**src/strip_cluster_centroid_defines.svh**
```systemverilog
// ----------------------------------------------------------------------------
// Strip cluster centroid assertion macros
// Shared property forms for the concurrent checks of the cluster block.
// ----------------------------------------------------------------------------
`ifndef STRIP_CLUSTER_CENTROID_DEFINES_SVH
`define STRIP_CLUSTER_CENTROID_DEFINES_SVH

// Consequent must hold in the same cycle as the antecedent.
`define SCC_ASSERT_IMPLY(label, clk, rst, ante, cons, msg) \
   label: assert property (@(posedge clk) disable iff (rst) (ante) |-> (cons)) \
      else $error(msg);

// Consequent must hold in the cycle after the antecedent.
`define SCC_ASSERT_NEXT(label, clk, rst, ante, cons, msg) \
   label: assert property (@(posedge clk) disable iff (rst) (ante) |=> (cons)) \
      else $error(msg);

`endif

```
**src/scc_pkg.sv**
```systemverilog
// ----------------------------------------------------------------------------
// Strip cluster centroid package
// Widths, defaults, register indexes and shared types of the cluster block.
// ----------------------------------------------------------------------------
`default_nettype none

package scc_pkg;

   localparam int STRIP_BITS_DEF = 10;
   localparam int ADC_BITS_DEF   = 8;
   localparam int LAYERS_DEF     = 8;

   localparam int LAYER_W    = 3;
   localparam int HIT_NUM_W  = 16;
   localparam int CEN_W      = 18;
   localparam int X_W        = 20;
   localparam int COUNT_W    = 11;
   localparam int PITCH_W    = 10;
   localparam int FRAC_W     = 8;
   localparam int ROUND_HALF = 1 << (FRAC_W - 1);
   localparam int X_MAX      = (1 << (X_W - 1)) - 1;
   localparam int X_MIN      = -(1 << (X_W - 1));
   localparam int DIFF_W     = ((CEN_W > COUNT_W + FRAC_W - 1) ? CEN_W
                                : COUNT_W + FRAC_W - 1) + 1;
   localparam int PROD_W     = DIFF_W + PITCH_W + 1;

   localparam int QUEUE_DEPTH = 4;

   localparam int CSR_IDX_W  = 1;
   localparam int CSR_DATA_W = COUNT_W;

   localparam logic [COUNT_W-1:0] STRIP_COUNT_RST = COUNT_W'(1024);
   localparam logic [PITCH_W-1:0] STRIP_PITCH_RST = PITCH_W'(50);

   typedef enum logic [CSR_IDX_W-1:0] {
      CSR_STRIP_COUNT,
      CSR_STRIP_PITCH
   } csr_index_type;

   typedef enum logic [2:0] {
      BK_IDLE,
      BK_DIV,
      BK_CEN,
      BK_DIFF,
      BK_MUL,
      BK_FIN
   } bk_state_type;

   typedef struct packed {
      logic empty;
      logic room;
   } qstat_type;

endpackage

`default_nettype wire

```
**src/scc_front.sv**
```systemverilog
// ----------------------------------------------------------------------------
// Strip cluster front end
// Tracks the open cluster, numbers hits and hands closed clusters to the queue.
// ----------------------------------------------------------------------------
`default_nettype none
`include "strip_cluster_centroid_defines.svh"

module scc_front
   import scc_pkg::*;
#(
   parameter int STRIP_BITS = STRIP_BITS_DEF,
   parameter int ADC_BITS   = ADC_BITS_DEF,
   parameter int LAYERS     = LAYERS_DEF,
   parameter int REC_W      = HIT_NUM_W + LAYER_W + 4 * STRIP_BITS + 2 * ADC_BITS + 1
)
(
   input  wire logic                  clock,
   input  wire logic                  reset,
   input  wire logic                  accept,
   input  wire logic [LAYER_W-1:0]    in_layer,
   input  wire logic [STRIP_BITS-1:0] in_strip,
   input  wire logic [ADC_BITS-1:0]   in_adc,
   input  wire logic                  in_end_layer,
   input  wire logic                  in_end_event,
   output logic [1:0]                 wr_cnt,
   output logic [REC_W-1:0]           wr_data0,
   output logic [REC_W-1:0]           wr_data1
);

   localparam int CHARGE_W = STRIP_BITS + ADC_BITS;
   localparam int WSUM_W   = 2 * STRIP_BITS + ADC_BITS;

   typedef struct packed {
      logic [HIT_NUM_W-1:0]  hit_number;
      logic [LAYER_W-1:0]    layer;
      logic [STRIP_BITS-1:0] first_strip;
      logic [WSUM_W-1:0]     wsum;
      logic [CHARGE_W-1:0]   charge;
      logic                  last;
   } rec_type;

   logic                  open_ff, open_in;
   logic [LAYER_W-1:0]    layer_ff, layer_in;
   logic [STRIP_BITS-1:0] first_ff, first_in;
   logic [STRIP_BITS-1:0] prev_ff, prev_in;
   logic [STRIP_BITS-1:0] offset_ff, offset_in;
   logic [WSUM_W-1:0]     wsum_ff, wsum_in;
   logic [CHARGE_W-1:0]   charge_ff, charge_in;
   logic [HIT_NUM_W-1:0]  counter_ff, counter_in;

   logic                  layer_ok;
   logic                  adjacent;
   logic                  close_a;
   logic                  close_b;
   logic [CHARGE_W-1:0]   wprod;
   rec_type               rec_a;
   rec_type               rec_b;

   always_comb begin
      layer_ok = 32'(in_layer) < LAYERS;
      adjacent = open_ff && (layer_ff == in_layer) &&
                 ({1'b0, in_strip} == ({1'b0, prev_ff} + 1'b1));

      open_in   = open_ff;
      layer_in  = layer_ff;
      first_in  = first_ff;
      prev_in   = prev_ff;
      offset_in = offset_ff;
      wsum_in   = wsum_ff;
      charge_in = charge_ff;
      close_a   = 1'b0;
      wprod     = '0;

      if (layer_ok) begin
         if (adjacent) begin
            offset_in = offset_ff + 1'b1;
            prev_in   = in_strip;
            wprod     = offset_in * in_adc;
            wsum_in   = wsum_ff + WSUM_W'(wprod);
            charge_in = charge_ff + CHARGE_W'(in_adc);
         end else begin
            close_a   = open_ff;
            open_in   = 1'b1;
            layer_in  = in_layer;
            first_in  = in_strip;
            prev_in   = in_strip;
            offset_in = '0;
            wsum_in   = '0;
            charge_in = CHARGE_W'(in_adc);
         end
      end

      close_b = (in_end_layer || in_end_event) && open_in;
      if (close_b) begin
         open_in = 1'b0;
      end

      rec_a.hit_number  = counter_ff;
      rec_a.layer       = layer_ff;
      rec_a.first_strip = first_ff;
      rec_a.wsum        = wsum_ff;
      rec_a.charge      = charge_ff;
      rec_a.last        = !close_b;

      rec_b.hit_number  = counter_ff + HIT_NUM_W'(close_a);
      rec_b.layer       = layer_in;
      rec_b.first_strip = first_in;
      rec_b.wsum        = wsum_in;
      rec_b.charge      = charge_in;
      rec_b.last        = 1'b1;

      if (in_end_event) begin
         counter_in = '0;
      end else begin
         counter_in = counter_ff + HIT_NUM_W'(close_a) + HIT_NUM_W'(close_b);
      end

      wr_cnt   = accept ? (2'(close_a) + 2'(close_b)) : 2'd0;
      wr_data0 = close_a ? rec_a : rec_b;
      wr_data1 = rec_b;
   end

   always_ff @(posedge clock) begin
      if (reset) begin
         open_ff    <= 1'b0;
         layer_ff   <= '0;
         first_ff   <= '0;
         prev_ff    <= '0;
         offset_ff  <= '0;
         wsum_ff    <= '0;
         charge_ff  <= '0;
         counter_ff <= '0;
      end else if (accept) begin
         open_ff    <= open_in;
         layer_ff   <= layer_in;
         first_ff   <= first_in;
         prev_ff    <= prev_in;
         offset_ff  <= offset_in;
         wsum_ff    <= wsum_in;
         charge_ff  <= charge_in;
         counter_ff <= counter_in;
      end
   end

   `SCC_ASSERT_NEXT(a_event_end_clears_count, clock, reset, accept && in_end_event, counter_ff == '0, "hit count not cleared at end of event")
   `SCC_ASSERT_NEXT(a_layer_end_closes, clock, reset, accept && in_end_layer, !open_ff, "cluster still open after end of layer")

endmodule

`default_nettype wire

```
**src/scc_queue.sv**
```systemverilog
// ----------------------------------------------------------------------------
// Strip cluster hit queue
// Short queue of closed clusters; takes up to two words per cycle, gives one.
// ----------------------------------------------------------------------------
`default_nettype none
`include "strip_cluster_centroid_defines.svh"

module scc_queue
   import scc_pkg::*;
#(
   parameter int REC_W = 64
)
(
   input  wire logic             clock,
   input  wire logic             reset,
   input  wire logic [1:0]       wr_cnt,
   input  wire logic [REC_W-1:0] wr_data0,
   input  wire logic [REC_W-1:0] wr_data1,
   input  wire logic             rd_pop,
   output logic [REC_W-1:0]      rd_data,
   output qstat_type             qstat
);

   localparam int PTR_W = $clog2(QUEUE_DEPTH);
   localparam int CNT_W = $clog2(QUEUE_DEPTH + 1);

   logic [REC_W-1:0] data_ff [QUEUE_DEPTH];
   logic [PTR_W-1:0] wr_ptr_ff, wr_ptr_in;
   logic [PTR_W-1:0] rd_ptr_ff, rd_ptr_in;
   logic [CNT_W-1:0] count_ff, count_in;
   logic [PTR_W-1:0] wr_ptr_next;

   always_comb begin
      wr_ptr_next = wr_ptr_ff + 1'b1;
      wr_ptr_in   = wr_ptr_ff + PTR_W'(wr_cnt);
      rd_ptr_in   = rd_ptr_ff + PTR_W'(rd_pop);
      count_in    = count_ff + CNT_W'(wr_cnt) - CNT_W'(rd_pop);
      rd_data     = data_ff[rd_ptr_ff];
      qstat.empty = (count_ff == '0);
      qstat.room  = (count_ff <= CNT_W'(QUEUE_DEPTH - 2));
   end

   always_ff @(posedge clock) begin
      if (reset) begin
         wr_ptr_ff <= '0;
         rd_ptr_ff <= '0;
         count_ff  <= '0;
      end else begin
         wr_ptr_ff <= wr_ptr_in;
         rd_ptr_ff <= rd_ptr_in;
         count_ff  <= count_in;
      end
   end

   always_ff @(posedge clock) begin
      if (wr_cnt != 2'd0) begin
         data_ff[wr_ptr_ff] <= wr_data0;
      end
      if (wr_cnt == 2'd2) begin
         data_ff[wr_ptr_next] <= wr_data1;
      end
   end

   `SCC_ASSERT_IMPLY(a_no_overflow, clock, reset, wr_cnt != 2'd0, ((CNT_W+2)'(count_ff) + (CNT_W+2)'(wr_cnt)) <= (CNT_W+2)'(QUEUE_DEPTH), "queue overflow")
   `SCC_ASSERT_IMPLY(a_no_underflow, clock, reset, rd_pop, count_ff != '0, "pop from empty queue")
   `SCC_ASSERT_IMPLY(a_count_bound, clock, reset, 1'b1, count_ff <= CNT_W'(QUEUE_DEPTH), "queue count out of range")

endmodule

`default_nettype wire

```
**src/scc_back.sv**
```systemverilog
// ----------------------------------------------------------------------------
// Strip cluster back end
// Divides out the weighted centroid, converts it to local x and holds the hit.
// ----------------------------------------------------------------------------
`default_nettype none

module scc_back
   import scc_pkg::*;
#(
   parameter int STRIP_BITS = STRIP_BITS_DEF,
   parameter int ADC_BITS   = ADC_BITS_DEF,
   parameter int REC_W      = HIT_NUM_W + LAYER_W + 4 * STRIP_BITS + 2 * ADC_BITS + 1
)
(
   input  wire logic               clock,
   input  wire logic               reset,
   input  wire logic [COUNT_W-1:0] strip_count,
   input  wire logic [PITCH_W-1:0] strip_pitch,
   input  wire qstat_type          qstat,
   input  wire logic [REC_W-1:0]   q_data,
   output logic                    q_pop,
   input  wire logic               out_pop,
   output logic                    out_empty,
   output logic [HIT_NUM_W-1:0]    out_hit_number,
   output logic [LAYER_W-1:0]      out_layer,
   output logic [CEN_W-1:0]        out_centroid,
   output logic signed [X_W-1:0]   out_local_x,
   output logic                    out_zero,
   output logic                    out_last
);

   localparam int CHARGE_W = STRIP_BITS + ADC_BITS;
   localparam int WSUM_W   = 2 * STRIP_BITS + ADC_BITS;
   localparam int DIVD_W   = WSUM_W + FRAC_W;
   localparam int STEP_W   = $clog2(DIVD_W);
   localparam logic signed [PROD_W-1:0] XHI = PROD_W'(X_MAX);
   localparam logic signed [PROD_W-1:0] XLO = PROD_W'(X_MIN);
   localparam logic signed [PROD_W-1:0] RND = PROD_W'(ROUND_HALF);

   typedef struct packed {
      logic [HIT_NUM_W-1:0]  hit_number;
      logic [LAYER_W-1:0]    layer;
      logic [STRIP_BITS-1:0] first_strip;
      logic [WSUM_W-1:0]     wsum;
      logic [CHARGE_W-1:0]   charge;
      logic                  last;
   } rec_type;

   bk_state_type             st_ff, st_in;
   rec_type                  rec_ff;
   rec_type                  head;
   logic [CHARGE_W-1:0]      rem_ff;
   logic [DIVD_W-1:0]        acc_ff;
   logic [STEP_W-1:0]        step_ff;
   logic [CEN_W-1:0]         cen_ff;
   logic signed [DIFF_W-1:0] diff_ff;
   logic signed [PROD_W-1:0] prod_ff;
   logic                     valid_ff, valid_in;

   logic [CHARGE_W:0]        rem_t;
   logic                     ge;
   logic [CHARGE_W-1:0]      rem_nx;
   logic                     zero;
   logic [DIVD_W-1:0]        off;
   logic [CEN_W-1:0]         cen_nx;
   logic signed [DIFF_W-1:0] diff_nx;
   logic signed [PITCH_W:0]  pitch_s;
   logic signed [PROD_W-1:0] prod_nx;
   logic signed [PROD_W-1:0] rnd;
   logic signed [PROD_W-1:0] x_full;
   logic signed [X_W-1:0]    x_sat;
   logic                     load_out;
   logic                     out_take;

   always_comb begin
      head     = rec_type'(q_data);
      rem_t    = {rem_ff, acc_ff[DIVD_W-1]};
      ge       = rem_t >= {1'b0, rec_ff.charge};
      rem_nx   = ge ? CHARGE_W'(rem_t - {1'b0, rec_ff.charge}) : CHARGE_W'(rem_t);
      zero     = (rec_ff.charge == '0);
      off      = zero ? '0 : acc_ff;
      cen_nx   = CEN_W'({rec_ff.first_strip, FRAC_W'(0)}) + CEN_W'(off);
      diff_nx  = $signed(DIFF_W'(cen_ff)) -
                 $signed(DIFF_W'({strip_count, (FRAC_W-1)'(0)}));
      pitch_s  = $signed({1'b0, strip_pitch});
      prod_nx  = PROD_W'(diff_ff) * PROD_W'(pitch_s);
      rnd      = prod_ff + RND;
      x_full   = rnd >>> FRAC_W;
      if (x_full > XHI) begin
         x_sat = X_W'(XHI);
      end else if (x_full < XLO) begin
         x_sat = X_W'(XLO);
      end else begin
         x_sat = X_W'(x_full);
      end

      out_take = out_pop && valid_ff;
      st_in    = st_ff;
      q_pop    = 1'b0;
      load_out = 1'b0;
      case (st_ff)
         BK_IDLE: begin
            if (!qstat.empty) begin
               q_pop = 1'b1;
               st_in = BK_DIV;
            end
         end
         BK_DIV: begin
            if (step_ff == STEP_W'(DIVD_W - 1)) begin
               st_in = BK_CEN;
            end
         end
         BK_CEN:  st_in = BK_DIFF;
         BK_DIFF: st_in = BK_MUL;
         BK_MUL:  st_in = BK_FIN;
         BK_FIN: begin
            if (!valid_ff || out_take) begin
               load_out = 1'b1;
               st_in    = BK_IDLE;
            end
         end
         default: st_in = BK_IDLE;
      endcase

      if (load_out) begin
         valid_in = 1'b1;
      end else if (out_take) begin
         valid_in = 1'b0;
      end else begin
         valid_in = valid_ff;
      end
      out_empty = !valid_ff;
   end

   always_ff @(posedge clock) begin
      if (reset) begin
         st_ff    <= BK_IDLE;
         valid_ff <= 1'b0;
      end else begin
         st_ff    <= st_in;
         valid_ff <= valid_in;
      end
   end

   always_ff @(posedge clock) begin
      case (st_ff)
         BK_IDLE: begin
            rec_ff  <= head;
            acc_ff  <= {head.wsum, FRAC_W'(0)};
            rem_ff  <= '0;
            step_ff <= '0;
         end
         BK_DIV: begin
            acc_ff  <= {acc_ff[DIVD_W-2:0], ge};
            rem_ff  <= rem_nx;
            step_ff <= step_ff + 1'b1;
         end
         BK_CEN:  cen_ff  <= cen_nx;
         BK_DIFF: diff_ff <= diff_nx;
         BK_MUL:  prod_ff <= prod_nx;
         default: ;
      endcase
      if (load_out) begin
         out_hit_number <= rec_ff.hit_number;
         out_layer      <= rec_ff.layer;
         out_centroid   <= cen_ff;
         out_local_x    <= x_sat;
         out_zero       <= zero;
         out_last       <= rec_ff.last;
      end
   end

endmodule

`default_nettype wire

```
**src/strip_cluster_centroid.sv**
```systemverilog
// ----------------------------------------------------------------------------
// Strip cluster centroid
// Groups adjacent fired strips into clusters and reports one hit per cluster.
// ----------------------------------------------------------------------------
//   Channel   Direction  Handshake       Word
//   req_      in         push / full     layer, strip number, adc, end flags
//   rsp_      out        pop / empty     hit number, layer, centroid, x, flags
//   csr_      in         we              index, write data
//
// A pushed strip is taken whenever full is low. The back end works on one
// closed cluster at a time: a one-bit-per-cycle restoring divider, then
// centroid, difference, multiply and finish; a four-word queue sits between.
// Reset is synchronous and clears cluster tracking, numbering and the queue.
// full rises while the queue has room for fewer than two hits.
// ----------------------------------------------------------------------------
`default_nettype none

module strip_cluster_centroid
   import scc_pkg::*;
#(
   parameter int STRIP_BITS = STRIP_BITS_DEF,
   parameter int ADC_BITS   = ADC_BITS_DEF,
   parameter int LAYERS     = LAYERS_DEF
)
(
   input  wire logic                  clock,
   input  wire logic                  reset,
   input  wire logic                  req_push,
   output logic                       req_full,
   input  wire logic [LAYER_W-1:0]    req_layer,
   input  wire logic [STRIP_BITS-1:0] req_strip_number,
   input  wire logic [ADC_BITS-1:0]   req_adc,
   input  wire logic                  req_last_in_layer,
   input  wire logic                  req_last_in_event,
   input  wire logic                  rsp_pop,
   output logic                       rsp_empty,
   output logic [HIT_NUM_W-1:0]       rsp_hit_number,
   output logic [LAYER_W-1:0]         rsp_hit_layer,
   output logic [CEN_W-1:0]           rsp_centroid_q8,
   output logic signed [X_W-1:0]      rsp_local_x_um,
   output logic                       rsp_zero_charge,
   output logic                       rsp_last_result,
   input  wire logic                  csr_we,
   input  wire logic [CSR_IDX_W-1:0]  csr_index,
   input  wire logic [CSR_DATA_W-1:0] csr_wdata
);

   localparam int REC_W = HIT_NUM_W + LAYER_W + 4 * STRIP_BITS + 2 * ADC_BITS + 1;

   logic [COUNT_W-1:0] strip_count_ff;
   logic [PITCH_W-1:0] strip_pitch_ff;
   logic               accept;
   logic [1:0]         wr_cnt;
   logic [REC_W-1:0]   wr_data0;
   logic [REC_W-1:0]   wr_data1;
   logic [REC_W-1:0]   q_data;
   logic               q_pop;
   qstat_type          qstat;

   assign req_full = !qstat.room;
   assign accept   = req_push && !req_full;

   always_ff @(posedge clock) begin
      if (reset) begin
         strip_count_ff <= STRIP_COUNT_RST;
         strip_pitch_ff <= STRIP_PITCH_RST;
      end else if (csr_we) begin
         case (csr_index_type'(csr_index))
            CSR_STRIP_COUNT: strip_count_ff <= COUNT_W'(csr_wdata);
            CSR_STRIP_PITCH: strip_pitch_ff <= csr_wdata[PITCH_W-1:0];
            default: ;
         endcase
      end
   end

   scc_front #(
      .STRIP_BITS (STRIP_BITS),
      .ADC_BITS   (ADC_BITS),
      .LAYERS     (LAYERS),
      .REC_W      (REC_W)
   ) u_front (
      .clock        (clock),
      .reset        (reset),
      .accept       (accept),
      .in_layer     (req_layer),
      .in_strip     (req_strip_number),
      .in_adc       (req_adc),
      .in_end_layer (req_last_in_layer),
      .in_end_event (req_last_in_event),
      .wr_cnt       (wr_cnt),
      .wr_data0     (wr_data0),
      .wr_data1     (wr_data1)
   );

   scc_queue #(
      .REC_W (REC_W)
   ) u_queue (
      .clock    (clock),
      .reset    (reset),
      .wr_cnt   (wr_cnt),
      .wr_data0 (wr_data0),
      .wr_data1 (wr_data1),
      .rd_pop   (q_pop),
      .rd_data  (q_data),
      .qstat    (qstat)
   );

   scc_back #(
      .STRIP_BITS (STRIP_BITS),
      .ADC_BITS   (ADC_BITS),
      .REC_W      (REC_W)
   ) u_back (
      .clock          (clock),
      .reset          (reset),
      .strip_count    (strip_count_ff),
      .strip_pitch    (strip_pitch_ff),
      .qstat          (qstat),
      .q_data         (q_data),
      .q_pop          (q_pop),
      .out_pop        (rsp_pop),
      .out_empty      (rsp_empty),
      .out_hit_number (rsp_hit_number),
      .out_layer      (rsp_hit_layer),
      .out_centroid   (rsp_centroid_q8),
      .out_local_x    (rsp_local_x_um),
      .out_zero       (rsp_zero_charge),
      .out_last       (rsp_last_result)
   );

endmodule

`default_nettype wire
```
**config.mk**
```make
export PLATFORM = sky130hd
export DESIGN_NAME = strip_cluster_centroid
export DESIGN_NICKNAME = d
export VERILOG_FILES = /design/src/scc_pkg.sv /design/src/scc_front.sv /design/src/scc_queue.sv /design/src/scc_back.sv /design/src/strip_cluster_centroid.sv
export VERILOG_INCLUDE_DIRS = /design/src /design/src/src
export SDC_FILE = /design/constraint.sdc
export NUM_CORES = 2
export LEC_CHECK = 0
export ABC_AREA = 1
export BUFFER_PORTS_ARGS = -buffer_cell sky130_fd_sc_hd__buf_2
export CAP_MARGIN = 20
export CORE_MARGIN = 2
export CORE_UTILIZATION = 64
export CTS_BUF_LIST = sky130_fd_sc_hd__clkbuf_8 sky130_fd_sc_hd__clkbuf_16
export CTS_CLUSTER_DIAMETER = 200
export CTS_CLUSTER_SIZE = 14
export DETAILED_ROUTE_END_ITERATION = 8
export PLACE_DENSITY = 0.89
export SYNTH_ARGS = -nofsm -noshare
export SYNTH_HDL_FRONTEND = slang
export SYNTH_SLANG_ARGS = --single-unit
```
**constraint.sdc**
```tcl
create_clock -name clock -period 6.65 [get_ports clock]
set_input_delay 0.665 -clock clock [delete_from_list [all_inputs] [get_ports clock]]
set_output_delay 0.665 -clock clock [all_outputs]
set_load 0.005 [all_outputs]
```
==> flow_summary.yaml <==
cells_and_area:
  drive_gt1_share_pct: 5.54
  fillers: 4999
  area_growth_pct: 6.30
  nNetsFinal: 5570
  stdcell_count: 6040
  antennaDiodeCount: 0
sta:
  tns_ps: 0
  finalWorstPathRequiredPeriod_ps: 5950
  finalSetupViolCount: 0
  slew-limit-headroom_pct: 25.5
  fmax_mhz: 168
  fin_crit_sh_pct: 89.5
  tightestPinTransition_ps: 1120
  clock_skew_ps: 33.4
  finalMaxSlewViolations: 0
  report.final.hold_viol_count: 0
  setup_slack_ps: 697
  grt_setup_unrepaired: "no"
floorplanning:
  initial_utilization_pct: 64.6
  die-area_mm2: 0.0697
  core_area_mm2: 0.0670
  die_h_um: 264
  io_pins: 101
  die_w_um: 264
  num_rows: 95
routing:
  ant_nets: 0
  routed_via_density: 6.01
  drc: 0
  routed_wl_um: 118000
  drt_iter0_drc: 4677
  avgRoutedWirePerCell_um: 19.6
  dr.pass1.iters: 7
  via_count: 36300
yosys:
  synth_compound_area_share_pct: 10.5
  synth_commonest_cells: "nand2_1, inv_1, edfxtp_1"
  synth_top_cells_by_area: "edfxtp_1, nand2_1, fa_1"
  synth.largest_area_cell: "edfxtp_1"
  netlist_area_mm2: 0.0433
  synth_top_area_share_pct: 36.6
  yosys.area_share.simple_pct: 20.2
  synth_top_family_by_area: "simple AND/OR/NAND/NOR gates"
  ys.flop_type: "edfxtp_1"
  synth.area.mux_share_pct: 0
  synth_most_common_cell: "nand2_1"
  synth_nets: 5589
  ys_types: 53
  synth_edf_count: 527
  synth_xor_area_share_pct: 2.20
  async_flop_share_pct: 0
  synth-seq-cells: 659
  synth-adder-area-share_pct: 15.8
  syn_inst: 5143
  ys_seq_area_share_pct: 42.7
  avgSynthCellArea_um2: 8.42
  yosysWarnings: 0
grt:
  antenna_found_initial: 3
  grt_overflow: 0
  grt_util_all_layers_pct: 33.9
  grt_pass1_vias: 36400
  grt_pass1_wl_um: 188000
  grt_start_max_net_pins: 81
critical_path:
  crit_path_end_kind: "register"
  slowest_delay_ps: 600
  worstSetupStartpointType: "register"
  crit_type: "reg2reg"
  reg2reg_from: "u_front.offset_ff[0]"
  cp_slowest_cell: "dfxtp_1"
  cp.required_ps: 7010
  cp_max_fo: 13
  startpoint: "u_front.offset_ff[0]"
  arrival_ps: 6310
  crit_path_frequent_cell: "nand2_1"
power:
  p_leak_nw: 20.7
  power.density_mw_per_mm2: 391
  swShare_pct: 43.7
  comb_power_share_pct: 48.7
  pwr-share-clk_pct: 16.5
  totalPowerFinal_w: 0.0180
  switchingPower_w: 0.00787
  p_seq_share_pct: 34.8
  p_int_w: 0.0101
  peakVddDrop_mv: 0.411
placement:
  globalplace.congestion: 0.949
  dp_cells: 5941
  numPortBuffers: 100
  place_ws_ps: 771
  hpwlAfterDp_um: 79100
clock_tree:
  clockBufferDepth: 3
  cts_tree: "yes"
  cts_setup_buffers: 0
  cts_sinks: 659
  clk_latency_ps: 650
  htreeDepth: 2
  cts_buffers: 53
  clk_pin_slew_ps: 70
  cts-root-buf: "clkbuf_16"
  cts.repair.resized: 0
  hold_buffers: 0
worst_hold_path:
  hold_path_class: "in2reg"
  hp-start: "csr_wdata[5]"
outcome:
  status: "finished clean"
run:
  max-cap-violations: 0
cell type report:
| class | instances | area [um^2] | share of cell area (%) |
|---|---|---|---|
| Multi-Input combinational cell | 3507 | 21200 | 46.0 |
| Sequential cell | 659 | 18500 | 40.1 |
| Inverter | 755 | 2840 | 6.17 |
| Clock buffer | 53 | 1330 | 2.88 |
| Tap cell | 873 | 1090 | 2.37 |
| Timing Repair Buffer | 148 | 915 | 1.99 |
| Clock inverter | 45 | 214 | 0.465 |
layer usage:
layer / up-vias / track usage (%) / wire (um)
met1: 16900 / 43.5 / 43500
li1: 16600 / - / -
met2: 2274 / 55.3 / 54600
met5: - / 0 / 26
met3: 485 / 6.99 / 14600
met4: 4 / 16.4 / 5710
flip-flops by register name (all words and copies together) (netlist names), 18 cells and up:
name	count
u_back.acc_ff	36
u_back.cen_ff	18
u_back.diff_ff	19
u_back.out_centroid	18
u_back.out_local_x	20
u_back.prod_ff	23
u_back.rec_ff	48
u_back.rem_ff	18
u_front.charge_ff	18
u_front.wsum_ff	28
u_queue.data_ff	304
worst max-delay path: cells and delay by family (launching register included):
family	cells	cell delay (ps)
adder cells (fa/ha/maj)	6	2670
AND/OR/NAND/NOR	12	1650
flip-flops	1	600
AO/OA/AOI/OAI	2	380
buffers and inverters	5	380
kinds of logic (layout without fill, tap and decap cells):
family	after synthesis	count (layout)
AOI/OAI and AO/OA	859	859
xor gates and xnor gates	107	107
DFF	659	659
adders and majority gates	406	406
buffers and inverters	977	1001
and+or+nand+nor	2135	2135
power by group through the flow:
stage / logic, W / registers [W] / clock network, W
2_1_floorplan: 0.00636 / 0.00610 / 0
3_3_place_gp: 0.00826 / 0.00629 / 0
3_5_place_dp: 0.00860 / 0.00633 / 0
4_1_cts: 0.00865 / 0.00625 / 0.00297
5_1_grt: 0.00980 / 0.00632 / 0.00311
6_report: 0.00877 / 0.00627 / 0.00297
layout by cell type, fill, tap and decap left out, types with 4 or more instances in the layout:
cell	Yosys	final
nand2_1	1287	1282
inv_1	742	780
edfxtp_1	527	527
nor2_1	489	485
a21oi_1	378	378
o21ai_0	347	347
fa_1	237	237
nand3_1	212	211
ha_1	169	169
dfxtp_1	132	130
buf_2	20	100
xor2_1	67	67
o22ai_1	60	60
clkbuf_16	0	53
nand4_1	47	47
buf_4	3	43
xnor2_1	39	39
nor3_1	27	26
a31oi_1	22	22
nand3b_1	15	15
or2_2	15	15
nand3_2	14	15
o21ai_2	11	11
nor4_1	10	10
a21o_1	8	8
clkinv_1	8	7
inv_2	4	7
nand2_2	5	6
nor3_2	4	5
a211oi_1	5	5
o21bai_1	5	5
nand2_4	1	5
a21boi_0	5	5
nor2_2	2	5
buf_12	0	4
worst paths after layout:
check                                end  slack, ps  cells past startpoint
hold / removal         strip_pitch_ff[5]        270                      3
setup / recovery  u_queue.data_ff[3][40]        700                     25
setup reg to reg  u_queue.data_ff[3][40]        700                     25
hold reg to reg      u_back.out_layer[1]        410                      0
metrics by stage:
stage          instance area [um^2]  util [%]  hold WS, ps
2_1_floorplan                 43300         -          400
3_3_place_gp                  44500      66.3          401
3_5_place_dp                  44500      66.3          406
4_1_cts                       46000      68.6          245
5_1_grt                       46000      68.6          275
6_report                      46000      68.6          271
(Power assumes the default switching activity.)
